## src/gdb_pkg.sv

```systemverilog
`default_nettype none

package gdb_pkg;

   localparam int DAY_W      = 5;
   localparam int MONTH_W    = 4;
   localparam int YEAR_W     = 15;
   localparam int YY_W       = 16;
   localparam int Q100_W     = 9;
   localparam int OFF_W      = 9;
   localparam int LEN_W      = 5;
   localparam int DAY_NUM_W  = 24;
   localparam int COUNT_W    = 24;

   // floor(y / 100) == (y * DIV100_MUL) >> DIV100_SHIFT for every 15-bit year
   localparam int DIV100_MUL_W = 18;
   localparam logic [DIV100_MUL_W-1:0] DIV100_MUL = 18'd167773;
   localparam int DIV100_SHIFT = 24;

   localparam logic [YY_W-1:0]   YEAR_BIAS  = 16'd400;
   localparam logic [Q100_W-1:0] BIAS_Q100  = 9'd4;
   localparam logic [MONTH_W-1:0] MARCH     = 4'd3;

   typedef logic [DAY_NUM_W-1:0] day_num_type;

   typedef struct packed {
      logic s1;
      logic s2;
      logic s3;
   } stage_en_type;

   // days before the first of month m in a year that starts in march
   function automatic logic [OFF_W-1:0] month_offset(input logic [MONTH_W-1:0] m);
      logic [OFF_W-1:0] off;
      case (m)
         4'd3:    off = 9'd0;
         4'd4:    off = 9'd31;
         4'd5:    off = 9'd61;
         4'd6:    off = 9'd92;
         4'd7:    off = 9'd122;
         4'd8:    off = 9'd153;
         4'd9:    off = 9'd184;
         4'd10:   off = 9'd214;
         4'd11:   off = 9'd245;
         4'd12:   off = 9'd275;
         4'd1:    off = 9'd306;
         4'd2:    off = 9'd337;
         default: off = 9'd0;
      endcase
      return off;
   endfunction

   // zero for a month that does not exist
   function automatic logic [LEN_W-1:0] month_days(input logic [MONTH_W-1:0] m,
                                                   input logic leap);
      logic [LEN_W-1:0] len;
      case (m)
         4'd2:                        len = leap ? 5'd29 : 5'd28;
         4'd4, 4'd6, 4'd9, 4'd11:     len = 5'd30;
         4'd1, 4'd3, 4'd5, 4'd7,
         4'd8, 4'd10, 4'd12:          len = 5'd31;
         default:                     len = 5'd0;
      endcase
      return len;
   endfunction

endpackage

`default_nettype wire

```

## src/gdb_date_path.sv

```systemverilog
`default_nettype none

module gdb_date_path (
   input  wire logic                          clock,
   input  wire gdb_pkg::stage_en_type         stage_en,
   input  wire logic [gdb_pkg::DAY_W-1:0]     day,
   input  wire logic [gdb_pkg::MONTH_W-1:0]   month,
   input  wire logic [gdb_pkg::YEAR_W-1:0]    year,
   output gdb_pkg::day_num_type               day_num,
   output logic                               date_ok
);

   localparam int PROD_W = gdb_pkg::YEAR_W + gdb_pkg::DIV100_MUL_W;

   // stage 1: year / 100
   logic [PROD_W-1:0]               prod;
   logic [gdb_pkg::YEAR_W-1:0]      year1_ff,  year1_in;
   logic [gdb_pkg::Q100_W-1:0]      q100_1_ff, q100_1_in;
   logic                            jan_feb1_ff, jan_feb1_in;
   logic [gdb_pkg::MONTH_W-1:0]     month1_ff, month1_in;
   logic [gdb_pkg::DAY_W-1:0]       day1_ff,   day1_in;

   // stage 2: leap and range checks, shifted year
   logic [gdb_pkg::YY_W-1:0]        q_times100;
   logic                            cent_year;
   logic                            leap;
   logic [gdb_pkg::LEN_W-1:0]       len;
   logic [gdb_pkg::YY_W-1:0]        yy2_ff,    yy2_in;
   logic [gdb_pkg::Q100_W-1:0]      c2_ff,     c2_in;
   logic [gdb_pkg::OFF_W-1:0]       off2_ff,   off2_in;
   logic [gdb_pkg::DAY_W-1:0]       day2_ff,   day2_in;
   logic                            ok2_ff,    ok2_in;

   // stage 3: day number
   gdb_pkg::day_num_type            dn3_ff,    dn3_in;
   logic                            ok3_ff,    ok3_in;

   always_comb begin
      prod        = PROD_W'(year) * PROD_W'(gdb_pkg::DIV100_MUL);
      year1_in    = year;
      q100_1_in   = prod[gdb_pkg::DIV100_SHIFT +: gdb_pkg::Q100_W];
      jan_feb1_in = (month < gdb_pkg::MARCH);
      month1_in   = month;
      day1_in     = day;
   end

   always_comb begin
      q_times100 = (gdb_pkg::YY_W'(q100_1_ff) << 6) + (gdb_pkg::YY_W'(q100_1_ff) << 5)
                 + (gdb_pkg::YY_W'(q100_1_ff) << 2);
      cent_year  = (q_times100 == gdb_pkg::YY_W'(year1_ff));
      leap       = (year1_ff[1:0] == 2'd0) && (!cent_year || (q100_1_ff[1:0] == 2'd0));
      len        = gdb_pkg::month_days(month1_ff, leap);
      // jan and feb count as months of the year before
      yy2_in     = gdb_pkg::YY_W'(year1_ff) + gdb_pkg::YEAR_BIAS
                 - gdb_pkg::YY_W'(jan_feb1_ff);
      c2_in      = q100_1_ff + gdb_pkg::BIAS_Q100
                 - gdb_pkg::Q100_W'(jan_feb1_ff & cent_year);
      off2_in    = gdb_pkg::month_offset(month1_ff);
      day2_in    = day1_ff;
      ok2_in     = (len != '0) && (day1_ff != '0) && (day1_ff <= len);
   end

   always_comb begin
      dn3_in = gdb_pkg::DAY_NUM_W'(yy2_ff) * gdb_pkg::DAY_NUM_W'(365)
             + gdb_pkg::DAY_NUM_W'(yy2_ff >> 2)
             - gdb_pkg::DAY_NUM_W'(c2_ff)
             + gdb_pkg::DAY_NUM_W'(c2_ff >> 2)
             + gdb_pkg::DAY_NUM_W'(off2_ff)
             + gdb_pkg::DAY_NUM_W'(day2_ff)
             - gdb_pkg::DAY_NUM_W'(1);
      ok3_in = ok2_ff;
   end

   always_ff @(posedge clock) begin
      if (stage_en.s1) begin
         year1_ff    <= year1_in;
         q100_1_ff   <= q100_1_in;
         jan_feb1_ff <= jan_feb1_in;
         month1_ff   <= month1_in;
         day1_ff     <= day1_in;
      end
      if (stage_en.s2) begin
         yy2_ff  <= yy2_in;
         c2_ff   <= c2_in;
         off2_ff <= off2_in;
         day2_ff <= day2_in;
         ok2_ff  <= ok2_in;
      end
      if (stage_en.s3) begin
         dn3_ff <= dn3_in;
         ok3_ff <= ok3_in;
      end
   end

   assign day_num = dn3_ff;
   assign date_ok = ok3_ff;

endmodule

`default_nettype wire

```

## src/gregorian_days_between_dates.sv

```systemverilog
// throughput: one item per cycle while rsp_stall is low, through four register stages
// (divide-by-100 multiply, leap and range check, day-number sum, compare and subtract)
// reset: synchronous, active high; clears all stage valid bits, payload is not reset
`default_nettype none

module gregorian_days_between_dates (
   input  wire logic                            clock,
   input  wire logic                            reset,
   input  wire logic                            req_valid,
   output logic                                 req_stall,
   input  wire logic [gdb_pkg::DAY_W-1:0]       req_start_day,
   input  wire logic [gdb_pkg::MONTH_W-1:0]     req_start_month,
   input  wire logic [gdb_pkg::YEAR_W-1:0]      req_start_year,
   input  wire logic [gdb_pkg::DAY_W-1:0]       req_end_day,
   input  wire logic [gdb_pkg::MONTH_W-1:0]     req_end_month,
   input  wire logic [gdb_pkg::YEAR_W-1:0]      req_end_year,
   input  wire logic                            req_include_end,
   output logic                                 rsp_valid,
   input  wire logic                            rsp_stall,
   output logic [gdb_pkg::COUNT_W-1:0]          rsp_day_count,
   output logic                                 rsp_bad_date
);

   // per-stage valid bits, one for each register stage
   logic v1_ff, v1_in;
   logic v2_ff, v2_in;
   logic v3_ff, v3_in;
   logic v4_ff, v4_in;

   // a stage may load when it is empty or the stage after it loads
   logic rdy1, rdy2, rdy3, rdy4;
   gdb_pkg::stage_en_type stage_en;

   // include_end rides alongside the two date paths
   logic inc1_ff, inc1_in;
   logic inc2_ff, inc2_in;
   logic inc3_ff, inc3_in;

   gdb_pkg::day_num_type start_num, end_num;
   logic start_ok, end_ok;

   // output register
   logic [gdb_pkg::COUNT_W-1:0] count_ff, count_in;
   logic                        bad_ff,   bad_in;
   logic [gdb_pkg::COUNT_W-1:0] span;

   // ready chain runs back from the output; bubbles are squeezed out
   always_comb begin
      rdy4        = !v4_ff || !rsp_stall;
      rdy3        = !v3_ff || rdy4;
      rdy2        = !v2_ff || rdy3;
      rdy1        = !v1_ff || rdy2;
      stage_en.s1 = rdy1;
      stage_en.s2 = rdy2;
      stage_en.s3 = rdy3;
      req_stall   = !rdy1;
   end

   // valid bits move with the data
   always_comb begin
      v1_in = rdy1 ? req_valid : v1_ff;
      v2_in = rdy2 ? v1_ff     : v2_ff;
      v3_in = rdy3 ? v2_ff     : v3_ff;
      v4_in = rdy4 ? v3_ff     : v4_ff;
      inc1_in = req_include_end;
      inc2_in = inc1_ff;
      inc3_in = inc2_ff;
   end

   gdb_date_path u_start (
      .clock    (clock),
      .stage_en (stage_en),
      .day      (req_start_day),
      .month    (req_start_month),
      .year     (req_start_year),
      .day_num  (start_num),
      .date_ok  (start_ok)
   );

   gdb_date_path u_end (
      .clock    (clock),
      .stage_en (stage_en),
      .day      (req_end_day),
      .month    (req_end_month),
      .year     (req_end_year),
      .day_num  (end_num),
      .date_ok  (end_ok)
   );

   // final stage: compare day numbers, clamp to zero, add the end day if asked
   always_comb begin
      span = (start_num < end_num) ? gdb_pkg::COUNT_W'(end_num - start_num) : '0;
      if (!start_ok || !end_ok) begin
         // impossible date: no count at all, include_end ignored
         count_in = '0;
         bad_in   = 1'b1;
      end else begin
         count_in = span + gdb_pkg::COUNT_W'(inc3_ff);
         bad_in   = 1'b0;
      end
   end

   always_ff @(posedge clock) begin
      if (reset) begin
         v1_ff <= 1'b0;
         v2_ff <= 1'b0;
         v3_ff <= 1'b0;
         v4_ff <= 1'b0;
      end else begin
         v1_ff <= v1_in;
         v2_ff <= v2_in;
         v3_ff <= v3_in;
         v4_ff <= v4_in;
      end
   end

   always_ff @(posedge clock) begin
      if (rdy1) begin
         inc1_ff <= inc1_in;
      end
      if (rdy2) begin
         inc2_ff <= inc2_in;
      end
      if (rdy3) begin
         inc3_ff <= inc3_in;
      end
      if (rdy4) begin
         count_ff <= count_in;
         bad_ff   <= bad_in;
      end
   end

   assign rsp_valid     = v4_ff;
   assign rsp_day_count = count_ff;
   assign rsp_bad_date  = bad_ff;

   // a flagged date never carries a count
   a_bad_zero: assert property (@(posedge clock) disable iff (reset)
      rsp_valid && rsp_bad_date |-> rsp_day_count == '0)
      else $error("bad date with nonzero count");

   // input stalls only when every stage holds an item and the output is stalled
   a_stall_full: assert property (@(posedge clock) disable iff (reset)
      req_stall |-> v1_ff && v2_ff && v3_ff && v4_ff && rsp_stall)
      else $error("input stalled with room in the pipeline");

   // an item in stage 3 reaches the output register when the output is not stalled
   a_drain: assert property (@(posedge clock) disable iff (reset)
      v3_ff && !rsp_stall |=> rsp_valid)
      else $error("item lost between stage 3 and output");

   // reset empties the pipeline
   a_reset_empty: assert property (@(posedge clock)
      reset |=> !v1_ff && !v2_ff && !v3_ff && !v4_ff)
      else $error("valid bit survived reset");

endmodule

`default_nettype wire
```

## config.mk

```make
export PLATFORM = sky130hd
export DESIGN_NAME = gregorian_days_between_dates
export DESIGN_NICKNAME = d
export VERILOG_FILES = /design/src/gdb_pkg.sv /design/src/gdb_date_path.sv /design/src/gregorian_days_between_dates.sv
export SDC_FILE = /design/constraint.sdc
export NUM_CORES = 2
export LEC_CHECK = 0
export ABC_AREA = 1
export ABC_CLOCK_PERIOD_IN_PS = 7800
export CORE_MARGIN = 2
export CORE_UTILIZATION = 35
export CTS_CLUSTER_DIAMETER = 100
export CTS_CLUSTER_SIZE = 40
export DETAILED_ROUTE_END_ITERATION = 10
export DONT_BUFFER_PORTS = 1
export SLEW_MARGIN = 20
export SYNTH_ARGS = -nofsm -noshare
export SYNTH_HDL_FRONTEND = slang
export SYNTH_SLANG_ARGS = --single-unit
```

## constraint.sdc

```tcl
create_clock -name clock -period 7.8 [get_ports clock]
set_clock_uncertainty 0.15 [all_clocks]
set_input_delay 0.78 -clock clock [delete_from_list [all_inputs] [get_ports clock]]
set_output_delay 0.78 -clock clock [all_outputs]
set_load 0.01 [all_outputs]
```

==> out/qor.txt <==
Grt ovf = 0
Top Metal Used = met5
Sequential-to-total area share from yosys stat = 20.9%
Critical Path Source Type = flip-flop
Most frequent cell after synthesis = inv_1
Met2 Wirelength = 32,500 um
Crit path max fanout = 6
FMAX = 171 MHz
Main synth FF type = edfxtp_1
Initial antenna violation count = 6
CTS clk-pin slew, worst paths = 0.10 ns
Crit path DAT = 6.00 ns
Fin Setup TNS = 0 ns
Clk sink count = 230
Routed wire per std cell = 14.7 um
Worst setup path end = u_end.day_num[16]
Kind of critical path = reg2reg
Final period utilization = 75.2%
Dpl cells = 4,718
Worst r2r src = u_end.yy2_ff[3]
Hold path startpoint = reset
Initial Util = 35.3%
Post-CTS Setup Bufs = 0
Port buffer count = 0
I/O pins = 80
Final Setup Violations = 0
Slew HR = 32.8%
First-pass DRT Iterations = 5
Worst R2R Path Depth = 23
Worst setup path startpoint = u_end.yy2_ff[3]
Synth Area per Inst = 9.50 sq um
Area grow syn2layout = 7.00%
Non-filler cells, final = 4,753
Slowest cell delay on critical path = 0.52 ns
R2R Setup Slk = 1.94 ns
Slowest cell on crit path = fa_1
Max Root-Sink Buffers = 3
Worst hold path type = in2reg
Final Hold Fails = 0
Area leader, netlist = fa_1
Vias/cell = 4.57
Most used cell, CP = inv_1
Htree depth = 1
Worst r2r dst = u_end.day_num[16]
Kind of cell adding the most delay to the critical path = adder cells
Die area = 96,500 sq um
Largest net degree at the start of global routing = 54
Antenna-violating nets left = 0
Unique masters post-synth = 54
Die W = 311 um
Clk_lat worst skew = 0.58 ns
Synth area leaders = fa_1 25%, ha_1 23%, edfxtp_1 21%
CTS buffer count = 19
CTS tree = built
Asr flop ratio synth = 0%
Share of layout cells above drive strength 1 = 2.69%
CP Buf/Inv Count = 6
Final nets = 4,547
Vias in the first global route = 22,900
Post-synth EDFFs = 226
Top post-synthesis cells by count = 929 x inv_1, 602 x ha_1, 407 x fa_1
DRC = 0
Transition time of the tightest slew-check pin = 1.01 ns
Fin crit period = 5.86 ns
Critical Path RT = 7.94 ns
Fillers = 9,445
RSZ-0062 raised after global routing = no
Root Buffer = clkbuf_16
WL final = 69,700 um
Post_cts resized = 0
Fin. max-slew vios = 0
GRT Total Usage = 14.8%
Met1 WL = 32,700 um
Dpl hpwl = 61,900 um
Row Count = 112
Post-Synthesis Cells = 3,467
Status = finished clean
Final GP Congestion = 0.884
Crit path depth = 23
CP cell instances = inv_1 -> fa_1 -> fa_1 -> inv_1 -> ha_1 -> inv_1 -> fa_1 -> inv_1 -> fa_1 -> inv_1 -> fa_1 -> inv_1 -> ha_1 -> a21o_1 -> nand2_1 -> nand2_1 -> a21oi_1 -> o21ai_0 -> a21boi_0 -> o21bai_1 -> nand2_1 -> nand2_1 -> xor2_1
Core area = 93,300 sq um
Max_cap viols = 0
Cts hold-fix bufs = 0
Synth top area share = 24.7%
Vias post-DR = 21,700
Ys Warns = 0
First DRT Iteration DRCs = 932
Yosys reg bits = 230
Die Ht = 311 um
Syn nets = 4,529
CP endpoint kind = flip-flop
Met3 wire length = 3010 um
First-pass GRT wire length = 117,000 um
Mapped Area = 32,900 sq um
[cell type report]
type / count / area [sq um] / area share [%]
Antenna cell: 2 / 5.00 / 0.0142
Clock buffer: 19 / 475 / 1.35
Clock inverter: 14 / 288 / 0.817
Inverter: 932 / 3500 / 9.94
Multi-Input combinational cell: 2299 / 22500 / 63.9
Sequential cell: 230 / 6870 / 19.5
Tap cell: 1254 / 1570 / 4.45
Timing Repair Buffer: 3 / 22.5 / 0.0639
[worst min path at each step]
stage	slack (ns)	to	cells past startpoint
finish	0.13	rsp_valid	1
global route	0.09	u_start.day1_ff[1]	0
CTS	0.1	rsp_valid	1
detailed placement	0.27	inc2_ff	0
global placement	0.25	inc2_ff	0
floorplan	0.25	inc2_ff	0
[cells by family (layout without fill, tap and decap cells)]
kind of cell	count (synthesis)	count (layout)	share of synthesized area, %
AOI/OAI and AO/OA	367	367	6.29
xor gates and xnor gates	147	147	3.91
adders and majority gates	1009	1009	47.6
buffers and inverters	938	968	10.8
DFF	230	230	20.9
other	0	2	0
and+or+nand+nor	776	776	10.5
[cells in the final DEF, fill, tap and decap left out, types with 5 or more instances in the layout]
master     netlist  routed
edfxtp_1       226     226
nand3b_1         9       9
xnor2_1         44      44
a21o_1          10      10
xor2_1         103     103
inv_1          929     926
ha_1           602     602
nor3_1          34      34
fa_1           407     407
o21ai_0         92      92
nand2_2         13      13
nor2_1         161     161
nand4_1         23      23
nand3_1         96      96
nor4_1          12      12
nand2_1        382     382
a21oi_1        182     182
o211ai_1        12      12
o21ai_1          5       5
nor2_2          10      10
nor2_4          10      10
a211o_1          6       6
or2_2            7       7
clkbuf_16        0      19
clkinv_16        0       6
o21bai_1        15      15
a31oi_1         11      11
[metrics by stage]
step	instance area (sq um)	setup WS, ns	utilization, %	hold WS (ns)
after floorplan	32900	1.17	-	0.250
after global placement	34500	1.94	36.9	0.253
after detailed placement	34500	1.89	36.9	0.269
after CTS	35200	1.90	37.7	0.0972
after global routing	35200	1.64	37.7	0.0934
final	35200	1.94	37.7	0.126
[flip-flops by register name, indices dropped and copies added (netlist names), 9 cells and up]
signal	flops
rsp_day_count	24
u_end.day_num	24
u_start.day_num	24
u_end.yy2_ff	16
u_start.yy2_ff	16
u_end.year1_ff	15
u_start.year1_ff	15
u_end.c2_ff	9
u_end.off2_ff	9
u_end.q100_1_ff	9
u_start.c2_ff	9
u_start.off2_ff	9
u_start.q100_1_ff	9
[metal layers]
metal | global-route usage [%] | vias to the layer above
met5 | 0 | -
met4 | 3.02 | 8
met3 | 2.35 | 68
met2 | 25.3 | 304
met1 | 19.8 | 10300
li1 | - | 11000
Power is left out: the tool's default activity adds up to more than one toggle a clock period on the data nets, which glitch-free logic cannot reach.
